### config.mk
export PLATFORM = sky130hd
export DESIGN_NAME = six_tap_luma_halfpel_filter
export DESIGN_NICKNAME = d
export VERILOG_FILES = /design/src/rtl/stlhf_pkg.sv /design/src/rtl/six_tap_luma_halfpel_filter.sv /design/src/rtl/stlhf_front.sv /design/src/rtl/stlhf_queue.sv /design/src/rtl/stlhf_back.sv
export VERILOG_INCLUDE_DIRS = /design/src /design/src/rtl
export SDC_FILE = /design/constraint.sdc
export NUM_CORES = 1
export LEC_CHECK = 0
export BUFFER_PORTS_ARGS = -buffer_cell sky130_fd_sc_hd__buf_2
export CAP_MARGIN = 20
export CORE_MARGIN = 1.5
export CORE_UTILIZATION = 42
export CTS_CLUSTER_DIAMETER = 40
export DETAILED_ROUTE_END_ITERATION = 10
export PLACE_DENSITY = 0.65
export SETUP_SLACK_MARGIN = 0.05
export SYNTH_ARGS = -nofsm -noshare
export SYNTH_HDL_FRONTEND = slang
export SYNTH_SLANG_ARGS = --single-unit
### constraint.sdc
create_clock -name aclk -period 5.64 [get_ports aclk]
set_input_delay 0.564 -clock aclk [delete_from_list [all_inputs] [get_ports aclk]]
set_output_delay 0.564 -clock aclk [all_outputs]
set_load 0.005 [all_outputs]
### src/rtl/six_tap_luma_halfpel_filter_assert.svh
// Assertion macros shared by the six-tap filter modules.
// Each macro samples on aclk and is disabled while aresetn is low.
`ifndef SIX_TAP_LUMA_HALFPEL_FILTER_ASSERT_SVH
`define SIX_TAP_LUMA_HALFPEL_FILTER_ASSERT_SVH

`define STLHF_ASSERT_ALWAYS(label, expr) \
    label: assert property (@(posedge aclk) disable iff (!aresetn) (expr)) \
        else $error("six-tap filter invariant violated");

`define STLHF_ASSERT_IMP(label, ante, cons) \
    label: assert property (@(posedge aclk) disable iff (!aresetn) (ante) |-> (cons)) \
        else $error("six-tap filter implication violated");

`define STLHF_ASSERT_NEXT(label, ante, cons) \
    label: assert property (@(posedge aclk) disable iff (!aresetn) (ante) |=> (cons)) \
        else $error("six-tap filter sequence violated");

`endif

### src/rtl/stlhf_pkg.sv
`timescale 1ns / 1ps
`default_nettype none

package stlhf_pkg;

    localparam int DEF_BLOCK_WIDTH  = 16;
    localparam int DEF_BLOCK_HEIGHT = 16;

    localparam int PIX_W       = 8;
    localparam int WIN_DEPTH   = 5;
    localparam int QUEUE_DEPTH = 2;

    localparam logic [4:0] TAP_CENTER = 5'd19;
    localparam logic [3:0] ROUND_BIAS = 4'd8;
    localparam int         OUT_SHIFT  = 4;

    // Six taps of one output position plus its row and block markers.
    typedef struct packed {
        logic [PIX_W-1:0] m2;
        logic [PIX_W-1:0] m1;
        logic [PIX_W-1:0] p0;
        logic [PIX_W-1:0] p1;
        logic [PIX_W-1:0] p2;
        logic [PIX_W-1:0] p3;
        logic             row_end;
        logic             block_end;
    } job_t;

endpackage

`default_nettype wire

### src/rtl/six_tap_luma_halfpel_filter.sv
// A result is offered on m_valid after its job has passed the queue and both filter stages.
// Throughput: one source pixel per clock unless stalls fill the two-entry queue; a row of
// BLOCK_WIDTH+5 pixels yields BLOCK_WIDTH results through a two-stage filter pipeline.
// Reset: synchronous, active-low aresetn clears the row and column counters, the queue and the
// pipeline valid bits; the pixel window is not reset and is refilled at each row start.
`timescale 1ns / 1ps
`default_nettype none

module six_tap_luma_halfpel_filter #(
    parameter int BLOCK_WIDTH  = stlhf_pkg::DEF_BLOCK_WIDTH,
    parameter int BLOCK_HEIGHT = stlhf_pkg::DEF_BLOCK_HEIGHT
) (
    input  wire logic                        aclk,
    input  wire logic                        aresetn,
    input  wire logic                        s_valid,
    output logic                             s_ready,
    input  wire logic [stlhf_pkg::PIX_W-1:0] s_src_pixel,
    input  wire logic                        s_row_begin,
    output logic                             m_valid,
    input  wire logic                        m_ready,
    output logic [stlhf_pkg::PIX_W-1:0]      m_out_pixel,
    output logic                             m_row_end,
    output logic                             m_block_end
);
    import stlhf_pkg::*;

    logic job_push;
    job_t job;
    logic q_full;
    logic head_valid;
    job_t head_job;
    logic pop;

    stlhf_front #(
        .BLOCK_WIDTH  (BLOCK_WIDTH),
        .BLOCK_HEIGHT (BLOCK_HEIGHT)
    ) u_front (
        .aclk        (aclk),
        .aresetn     (aresetn),
        .s_valid     (s_valid),
        .s_ready     (s_ready),
        .s_src_pixel (s_src_pixel),
        .s_row_begin (s_row_begin),
        .q_full      (q_full),
        .job_push    (job_push),
        .job         (job)
    );

    stlhf_queue u_queue (
        .aclk       (aclk),
        .aresetn    (aresetn),
        .push       (job_push),
        .push_job   (job),
        .full       (q_full),
        .head_valid (head_valid),
        .head_job   (head_job),
        .pop        (pop)
    );

    stlhf_back u_back (
        .aclk        (aclk),
        .aresetn     (aresetn),
        .head_valid  (head_valid),
        .head_job    (head_job),
        .pop         (pop),
        .m_valid     (m_valid),
        .m_ready     (m_ready),
        .m_out_pixel (m_out_pixel),
        .m_row_end   (m_row_end),
        .m_block_end (m_block_end)
    );

endmodule

`default_nettype wire

### src/rtl/stlhf_front.sv
`timescale 1ns / 1ps
`default_nettype none

module stlhf_front #(
    parameter int BLOCK_WIDTH  = stlhf_pkg::DEF_BLOCK_WIDTH,
    parameter int BLOCK_HEIGHT = stlhf_pkg::DEF_BLOCK_HEIGHT
) (
    input  wire logic                       aclk,
    input  wire logic                       aresetn,
    input  wire logic                       s_valid,
    output logic                            s_ready,
    input  wire logic [stlhf_pkg::PIX_W-1:0] s_src_pixel,
    input  wire logic                       s_row_begin,
    input  wire logic                       q_full,
    output logic                            job_push,
    output stlhf_pkg::job_t                 job
);
    import stlhf_pkg::*;

    `include "six_tap_luma_halfpel_filter_assert.svh"

    localparam int ROW_PIXELS = BLOCK_WIDTH + WIN_DEPTH;
    localparam int COL_W      = $clog2(ROW_PIXELS + 1);
    localparam int ROW_W      = (BLOCK_HEIGHT > 1) ? $clog2(BLOCK_HEIGHT) : 1;

    localparam logic [COL_W-1:0] COL_LAST = COL_W'(ROW_PIXELS);
    localparam logic [COL_W-1:0] COL_FILL = COL_W'(WIN_DEPTH);
    localparam logic [ROW_W-1:0] ROW_LAST = ROW_W'(BLOCK_HEIGHT - 1);

    logic [PIX_W-1:0] win_reg [0:WIN_DEPTH-1];
    logic [COL_W-1:0] col_reg;
    logic [COL_W-1:0] col_next;
    logic [ROW_W-1:0] row_reg;
    logic [ROW_W-1:0] row_next;

    logic             accept;
    logic [COL_W-1:0] col_eff;
    logic [COL_W-1:0] col_inc;
    logic             live;
    logic             fire;
    logic             rend;
    logic             bend;

    always_comb begin
        s_ready  = !q_full;
        accept   = s_valid && s_ready;
        col_eff  = s_row_begin ? '0 : col_reg;
        live     = col_eff < COL_LAST;
        fire     = live && (col_eff >= COL_FILL);
        col_inc  = col_eff + 1'b1;
        rend     = col_inc == COL_LAST;
        bend     = rend && (row_reg == ROW_LAST);
        col_next = col_reg;
        row_next = row_reg;
        if (accept && live) begin
            col_next = col_inc;
            if (fire && rend) begin
                row_next = bend ? '0 : row_reg + 1'b1;
            end
        end
        job_push      = accept && fire;
        job.m2        = win_reg[0];
        job.m1        = win_reg[1];
        job.p0        = win_reg[2];
        job.p1        = win_reg[3];
        job.p2        = win_reg[4];
        job.p3        = s_src_pixel;
        job.row_end   = rend;
        job.block_end = bend;
    end

    always_ff @(posedge aclk) begin
        if (!aresetn) begin
            col_reg <= '0;
            row_reg <= '0;
        end else begin
            col_reg <= col_next;
            row_reg <= row_next;
        end
    end

    // The window has no reset; it is read only after a row has refilled it.
    always_ff @(posedge aclk) begin
        if (accept && live) begin
            for (int i = 0; i < WIN_DEPTH - 1; i++) begin
                win_reg[i] <= win_reg[i+1];
            end
            win_reg[WIN_DEPTH-1] <= s_src_pixel;
        end
    end

    `STLHF_ASSERT_ALWAYS(a_col_bound, col_reg <= COL_LAST)
    `STLHF_ASSERT_ALWAYS(a_row_bound, row_reg <= ROW_LAST)
    `STLHF_ASSERT_NEXT(a_row_end_saturates, job_push && job.row_end, col_reg == COL_LAST)

endmodule

`default_nettype wire

### src/rtl/stlhf_queue.sv
`timescale 1ns / 1ps
`default_nettype none

module stlhf_queue (
    input  wire logic             aclk,
    input  wire logic             aresetn,
    input  wire logic             push,
    input  wire stlhf_pkg::job_t  push_job,
    output logic                  full,
    output logic                  head_valid,
    output stlhf_pkg::job_t       head_job,
    input  wire logic             pop
);
    import stlhf_pkg::*;

    localparam int PTR_W = (QUEUE_DEPTH > 1) ? $clog2(QUEUE_DEPTH) : 1;
    localparam int CNT_W = $clog2(QUEUE_DEPTH + 1);

    localparam logic [PTR_W-1:0] PTR_LAST = PTR_W'(QUEUE_DEPTH - 1);
    localparam logic [CNT_W-1:0] CNT_FULL = CNT_W'(QUEUE_DEPTH);

    job_t             slot_reg [0:QUEUE_DEPTH-1];
    logic [PTR_W-1:0] wr_ptr_reg;
    logic [PTR_W-1:0] wr_ptr_next;
    logic [PTR_W-1:0] rd_ptr_reg;
    logic [PTR_W-1:0] rd_ptr_next;
    logic [CNT_W-1:0] count_reg;
    logic [CNT_W-1:0] count_next;
    logic             do_push;
    logic             do_pop;

    always_comb begin
        full        = count_reg == CNT_FULL;
        head_valid  = count_reg != '0;
        head_job    = slot_reg[rd_ptr_reg];
        do_push     = push && !full;
        do_pop      = pop && head_valid;
        wr_ptr_next = wr_ptr_reg;
        rd_ptr_next = rd_ptr_reg;
        count_next  = count_reg;
        if (do_push) begin
            wr_ptr_next = (wr_ptr_reg == PTR_LAST) ? '0 : wr_ptr_reg + 1'b1;
        end
        if (do_pop) begin
            rd_ptr_next = (rd_ptr_reg == PTR_LAST) ? '0 : rd_ptr_reg + 1'b1;
        end
        if (do_push && !do_pop) begin
            count_next = count_reg + 1'b1;
        end else if (do_pop && !do_push) begin
            count_next = count_reg - 1'b1;
        end
    end

    always_ff @(posedge aclk) begin
        if (!aresetn) begin
            wr_ptr_reg <= '0;
            rd_ptr_reg <= '0;
            count_reg  <= '0;
        end else begin
            wr_ptr_reg <= wr_ptr_next;
            rd_ptr_reg <= rd_ptr_next;
            count_reg  <= count_next;
        end
    end

    always_ff @(posedge aclk) begin
        if (do_push) begin
            slot_reg[wr_ptr_reg] <= push_job;
        end
    end

endmodule

`default_nettype wire

### src/rtl/stlhf_back.sv
`timescale 1ns / 1ps
`default_nettype none

module stlhf_back (
    input  wire logic                        aclk,
    input  wire logic                        aresetn,
    input  wire logic                        head_valid,
    input  wire stlhf_pkg::job_t             head_job,
    output logic                             pop,
    output logic                             m_valid,
    input  wire logic                        m_ready,
    output logic [stlhf_pkg::PIX_W-1:0]      m_out_pixel,
    output logic                             m_row_end,
    output logic                             m_block_end
);
    import stlhf_pkg::*;

    `include "six_tap_luma_halfpel_filter_assert.svh"

    localparam int PAIR_W = PIX_W + 1;
    localparam int PROD_W = PAIR_W + 5;
    localparam int CTR_W  = PROD_W - 1;
    localparam int SIDE_W = PAIR_W + 1;
    localparam int SUM_W  = PROD_W + 1;
    localparam int Q_W    = SUM_W - 1 - OUT_SHIFT;

    localparam logic [PIX_W-1:0] PIX_MAX = '1;

    logic              v1_reg;
    logic [CTR_W-1:0]  ctr_reg;
    logic [SIDE_W-1:0] side_reg;
    logic [PIX_W-1:0]  outer_reg;
    logic              rend1_reg;
    logic              bend1_reg;

    logic              m_valid_reg;
    logic [PIX_W-1:0]  pix_reg;
    logic              rend_reg;
    logic              bend_reg;

    logic              out_en;
    logic              s1_en;
    logic [PAIR_W-1:0] pair_c;
    logic [PAIR_W-1:0] pair_s;
    logic [PAIR_W-1:0] pair_o;
    logic [PROD_W-1:0] prod;
    logic signed [SUM_W-1:0] sum;
    logic [Q_W-1:0]    quot;
    logic [PIX_W-1:0]  clamped;

    always_comb begin
        out_en = !m_valid_reg || m_ready;
        s1_en  = !v1_reg || out_en;
        pop    = head_valid && s1_en;

        pair_c = {1'b0, head_job.p0} + {1'b0, head_job.p1};
        pair_s = {1'b0, head_job.m1} + {1'b0, head_job.p2};
        pair_o = {1'b0, head_job.m2} + {1'b0, head_job.p3};
        prod   = PROD_W'(pair_c) * PROD_W'(TAP_CENTER);

        sum = $signed(SUM_W'(ctr_reg)) - $signed(SUM_W'(side_reg))
            + $signed(SUM_W'(outer_reg)) + $signed(SUM_W'(ROUND_BIAS));
        quot = sum[SUM_W-2:OUT_SHIFT];
        if (sum[SUM_W-1]) begin
            clamped = '0;
        end else if (quot > Q_W'(PIX_MAX)) begin
            clamped = PIX_MAX;
        end else begin
            clamped = quot[PIX_W-1:0];
        end

        m_valid     = m_valid_reg;
        m_out_pixel = pix_reg;
        m_row_end   = rend_reg;
        m_block_end = bend_reg;
    end

    always_ff @(posedge aclk) begin
        if (!aresetn) begin
            v1_reg      <= 1'b0;
            m_valid_reg <= 1'b0;
        end else begin
            if (s1_en) begin
                v1_reg <= head_valid;
            end
            if (out_en) begin
                m_valid_reg <= v1_reg;
            end
        end
    end

    always_ff @(posedge aclk) begin
        if (pop) begin
            ctr_reg   <= prod[PROD_W-1:1];
            side_reg  <= {pair_s, 1'b0};
            outer_reg <= pair_o[PAIR_W-1:1];
            rend1_reg <= head_job.row_end;
            bend1_reg <= head_job.block_end;
        end
        if (out_en && v1_reg) begin
            pix_reg  <= clamped;
            rend_reg <= rend1_reg;
            bend_reg <= bend1_reg;
        end
    end

    `STLHF_ASSERT_IMP(a_out_from_stage, $rose(m_valid_reg), $past(v1_reg))
    `STLHF_ASSERT_NEXT(a_stage_holds, v1_reg && m_valid_reg && !m_ready, v1_reg)
    `STLHF_ASSERT_IMP(a_block_end_row_end, m_valid_reg && bend_reg, rend_reg)

endmodule

`default_nettype wire

# Yosys cells after proc, flatten, opt, wreduce, memory -nomap -nowiden
# Memories as Yosys holds them, arrays and structs flattened. A register that Yosys moved wholly into a read port is not among the register bits.
# Cells that the tools add are included.
dict set report word_totals {
  regBits 57
  latchBits 0
  mem_bits_rw 140
  romBits 0
  input_bits 13
  output_inout_bits 12
  word_cells 71
  mem_count 2
}
# memory depth width read_ports rd_clocked_by_memory_dff write_ports line
set mem_list {}
lappend mem_list {u_queue.slot_reg 2 50 1 1 1 stlhf_queue.sv:22} ;# job_t slot_reg [0:QUEUE_DEPTH-1];
lappend mem_list {u_front.win_reg 5 8 5 0 5 stlhf_front.sv:30} ;# logic [PIX_W-1:0] win_reg [0:WIN_DEPTH-1];
dict set report op_classes {
  addsub 12
  mul 1
  div_mod_pow 0
  order_cmp 3
  n_eq_ne 3
  shifts 0
  n_mux 13
  n_bitwise 0
  reduce_logical 22
}
# cell count
set ops {}
lappend ops {{8-bit by 8-bit adder with 9-bit output} 3}
lappend ops {{15-bit by 5-bit adder with 15-bit output (second input constant)} 1}
lappend ops {{15-bit by 9-bit adder with 15-bit output} 1}
lappend ops {{9-bit by 5-bit multiplier with 14-bit output (second input constant)} 1}
lappend ops {{13-bit by 10-bit subtractor with 14-bit output} 1}
lappend ops {{1-bit logical AND} 12}
lappend ops {{10-bit by 8-bit greater-than comparator with 1-bit output (second input constant)} 1}
lappend ops {{1-bit two-way mux} 8}
lappend ops {{8-bit two-way mux} 1}
lappend ops {{5-bit by 1-bit adder with 5-bit output (second input constant)} 1}
lappend ops {{5-bit equality test (second input constant)} 1}
lappend ops {{5-bit by 3-bit >= comparator with 1-bit output (second input constant)} 1}
lappend ops {{1-bit logical NOT} 5}
lappend ops {{5-bit less-than comparator (second input constant)} 1}
lappend ops {{5-bit two-way mux} 1}
lappend ops {{4-bit by 1-bit adder with 4-bit output (second input constant)} 1}
lappend ops {{4-bit equality test (second input constant)} 1}
lappend ops {{2-bit two-way mux} 2}
lappend ops {{4-bit two-way mux} 1}
lappend ops {{2-bit nonzero test} 2}
lappend ops {{1-bit adder (second input constant)} 2}
lappend ops {{2-bit by 1-bit adder with 2-bit output (second input constant)} 1}
lappend ops {{2-bit equality test (second input constant)} 1}
lappend ops {{1-bit logical OR} 2}
lappend ops {{other kinds (2)} 2}

# Depth between registers and ports, before layout
dict set report depth {
  word_depth 9
  ltp_mapped 22
  ltp_nobuf 20
}

# By module
# A second synthesis with hierarchy kept.
dict set report hier_totals {
  cells_unflattened 653
  area_unflattened_um2 9525.4
}
# mod instances cells_per_inst area_per_inst_um2 seq_area_each_um2
set by_module_without_submodules {}
lappend by_module_without_submodules {stlhf_back 1 359 3843.7 1301.2}
lappend by_module_without_submodules {stlhf_queue 1 181 3831.2 3103.0}
lappend by_module_without_submodules {stlhf_front 1 113 1850.5 1381.3}

# Worst setup path before layout
# OpenSTA, ideal clock, no wires.
dict set report synth_path {
  path_kind {register -> register}
  startpoint {register with a tool-made name}
  endpoint {register u_back.ctr_reg[11] (data pin)}
  setup_time_ns 0.259
  t_arrival_ns 4.909
  t_required_ns 5.381
  setup_slack_ns 0.472
  path_stages_with_launch 23
  path_buffers 2
  synth_period_minus_slack_ns 5.168
  cell_sequence {dfxtp_1 -> buf_1 -> clkbuf_1 -> mux2_2 -> ha_1 -> a21o_1 -> a21oi_1 -> o21bai_1 -> a21oi_1 -> o21ai_0 -> xnor2_1 -> inv_1 -> ha_1 -> inv_1 -> fa_1 -> inv_1 -> ha_1 -> or2_2 -> a21oi_1 -> inv_1 -> o41ai_1 -> o21ai_0 -> xnor2_1}
}
# item line
set synth_lines {}
lappend synth_lines {{end signal, assigned} stlhf_back.sv:94} ;# ctr_reg <= prod[PROD_W-1:1];
lappend synth_lines {{end, declared} stlhf_back.sv:30} ;# logic [CTR_W-1:0] ctr_reg;

==> metrics.cfg <==
[drt]
wire_per_inst_um = 15.87
wirelength_mm = 15.92
dr.first_iter.drc_count = 304
ant_nets = 0
via_per_inst = 5.144
dr.pass1.iters = 5
drc = 0
num_vias = 5159

[synthesis]
synth_area_um2 = 9381
synth-seq-cells = 198
async_reset_ff_share_pct = 0
postSynthCellCount = 670
synth_edf_count = 182
ys_types = 59
yosysTopAreaCellShare_pct = 58.26
yosys.cell_count.top_type = edfxtp_1
synthTopCellsByArea = edfxtp_1 (58%), ha_1 (9.7%), mux2_2 (5.4%)
synthFlopType = edfxtp_1
syn_nets = 765
yosysTopAreaCell = edfxtp_1
synth_common_cells = edfxtp_1 (182), ha_1 (73), inv_1 (55)
synth_area_per_cell_um2 = 14.00
synth-seq-area-share_pct = 61.67
ys_warn_count = 0

[worst_setup_path]
worst-setup-path-type = reg -> reg
crit_fanout = 22
cp.arrival_ps = 5340
slowest_stage = dfxtp_2
crit_family = adder cells
critPathRequiredTime_ps = 5830
crit_path_end_kind = flop
cpPeakStageDelay_ps = 620
cpMostUsedCell = inv_1
crit_buf_inv = 6
worstPathCellList = buf_4, mux2_2, ha_1, inv_1, o21bai_1, a21oi_1, o21ai_0, xnor2_1, inv_1, ha_1, inv_1, fa_1, inv_1, ha_1, or2_2, a21oi_1, inv_1, o41ai_1, o21ai_0, xnor2_1
critPathLaunchType = flop

[final_layout]
drive_gt1_share_pct = 16.46
n_antenna_cell = 0
largest_reg_flops = 100
nFillCells = 1899
regArea_um2 = 5787
area_growth_pct = 11.54
nets = 805
multi_input_area_um2 = 3359

[floorplanning]
coreArea_um2 = 21890
die_w_um = 152.5
std_cell_rows = 54
dieArea_um2 = 23240
dieHeight_um = 152.5
io_pins = 25
start_util_pct = 42.86

[global_route]
grt_max_degree = 45
grt_pass1_wl_mm = 26.30
antenna_found_initial = 0
grt_overflow = 0
grt_pass1_vias = 5402
track_usage_pct = 14.38

[sta]
fin_crit_ps = 5149
setup_tns_ps = 0
final-hold-violation-count = 0
drv_slew = 0
rsz0062_at_grt = no
relSlewSlack_pct = 29.60
setup_violations = 0
clock_skew_ps = 21.62
fmax_mhz = 194.2
fin_ws_ps = 490.5
post-route-period-util_pct = 91.30
worstMarginPinSlew_ps = 1054

[clock_tree]
ctsHoldBuffers = 0
cts_tree = done
clkSinkCount = 198
cts_setup_buffers = 0
clk_path_buf_depth = 2
numCtsBuffers = 17
clk_pin_slew_worst_paths_ps = 80
clock-root-buffer = clkbuf_16
cts_resized = 0
cts_max_level = 4
insertion_delay_ps = 430

[place]
detailed_place_hpwl_mm = 11.51
port_buffers = 24
dp_slack_ps = 461.9
place_congestion = 0.8755

[worst_hold_path]
hp-class = in -> reg

[flow_run]
cap_violations = 0

[outcome]
status = completed

-- final timing paths --
path / start / to / slack (ps) / depth (start not counted)
worst max-delay path: flop / u_back.ctr_reg[11] / 490 / 20
worst min register to register: u_front.win_reg[0][5] / u_queue.slot_reg[0][47] / 450 / 0
worst min-delay path: s_src_pixel[7] / u_front.win_reg[0][39] / 330 / 1
worst max register to register: flop / u_back.ctr_reg[11] / 490 / 20
-- routing by layer --
metal	GRT usage [%]	vias to the layer above	part of all wire, %	wire, um
met5	0	-	0	0
met4	5.266	0	2.1	332
met3	3.328	18	2.4	379
met2	25.38	72	51	8081
met1	17.15	2518	45	7129
li1	-	2551	-	-
-- worst reg2reg max path: stages (launching register included) --
cell and delay, ps:
dfxtp_2 620, buf_4 380, mux2_2 390, ha_1 340
inv_1 70, o21bai_1 70, a21oi_1 230, o21ai_0 160
xnor2_1 280, inv_1 120, ha_1 300, inv_1 60
fa_1 530, inv_1 40, ha_1 320, or2_2 290
a21oi_1 210, inv_1 70, o41ai_1 100, o21ai_0 210
xnor2_1 160
-- logic make-up after synthesis --
group                      Yosys count  synth area share [%]
AOI/OAI and AO/OA                  120                 8.136
xor gates and xnor gates            45                 4.201
adders and majority gates           82                 11.66
buffers and inverters               65                 2.614
DFF                                198                 61.67
muxes                               51                 6.042
and+or+nand+nor                    109                 5.682
-- final cells by class --
| cell class | count | share of cell area, % |
|---|---|---|
| clock buffer | 18 | 4.101 |
| inverter | 56 | 2.009 |
| tap | 280 | 3.348 |
| clock inverter | 14 | 1.554 |
| sequential | 198 | 55.30 |
| multi-input combinational | 407 | 32.11 |
| timing repair buffer | 30 | 1.578 |
-- placed cells by master (no fill, tap or decap), drive strengths merged, types with 6 or more instances in the layout --
cell type / n
nand2: 33
mux2i: 6
o21ai: 34
ha: 73
edfxtp: 182
nor2b: 7
xor2: 14
nand3: 8
dfxtp: 16
nor2: 34
buf: 30
clkbuf: 18
xnor2: 31
fa: 9
inv: 63
mux2: 45
a21oi: 40
a21o: 11
-- per-stage QoR --
stage / std cells / instance area [um^2] / util (%) / hold WS (ps)
detailed placement: 971 / 9872 / 45.10 / 432.7
floorplan: 670 / 9382 / - / 400.3
finish: 1003 / 10460 / 47.80 / 328.1
global route: 1003 / 10460 / 47.80 / 314.2
global placement: 971 / 9872 / 45.10 / 422.8
CTS: 1003 / 10460 / 47.80 / 314.9
Power is not shown: default switching activity piles up to over one toggle a cycle in this logic, so the estimate is an artifact.
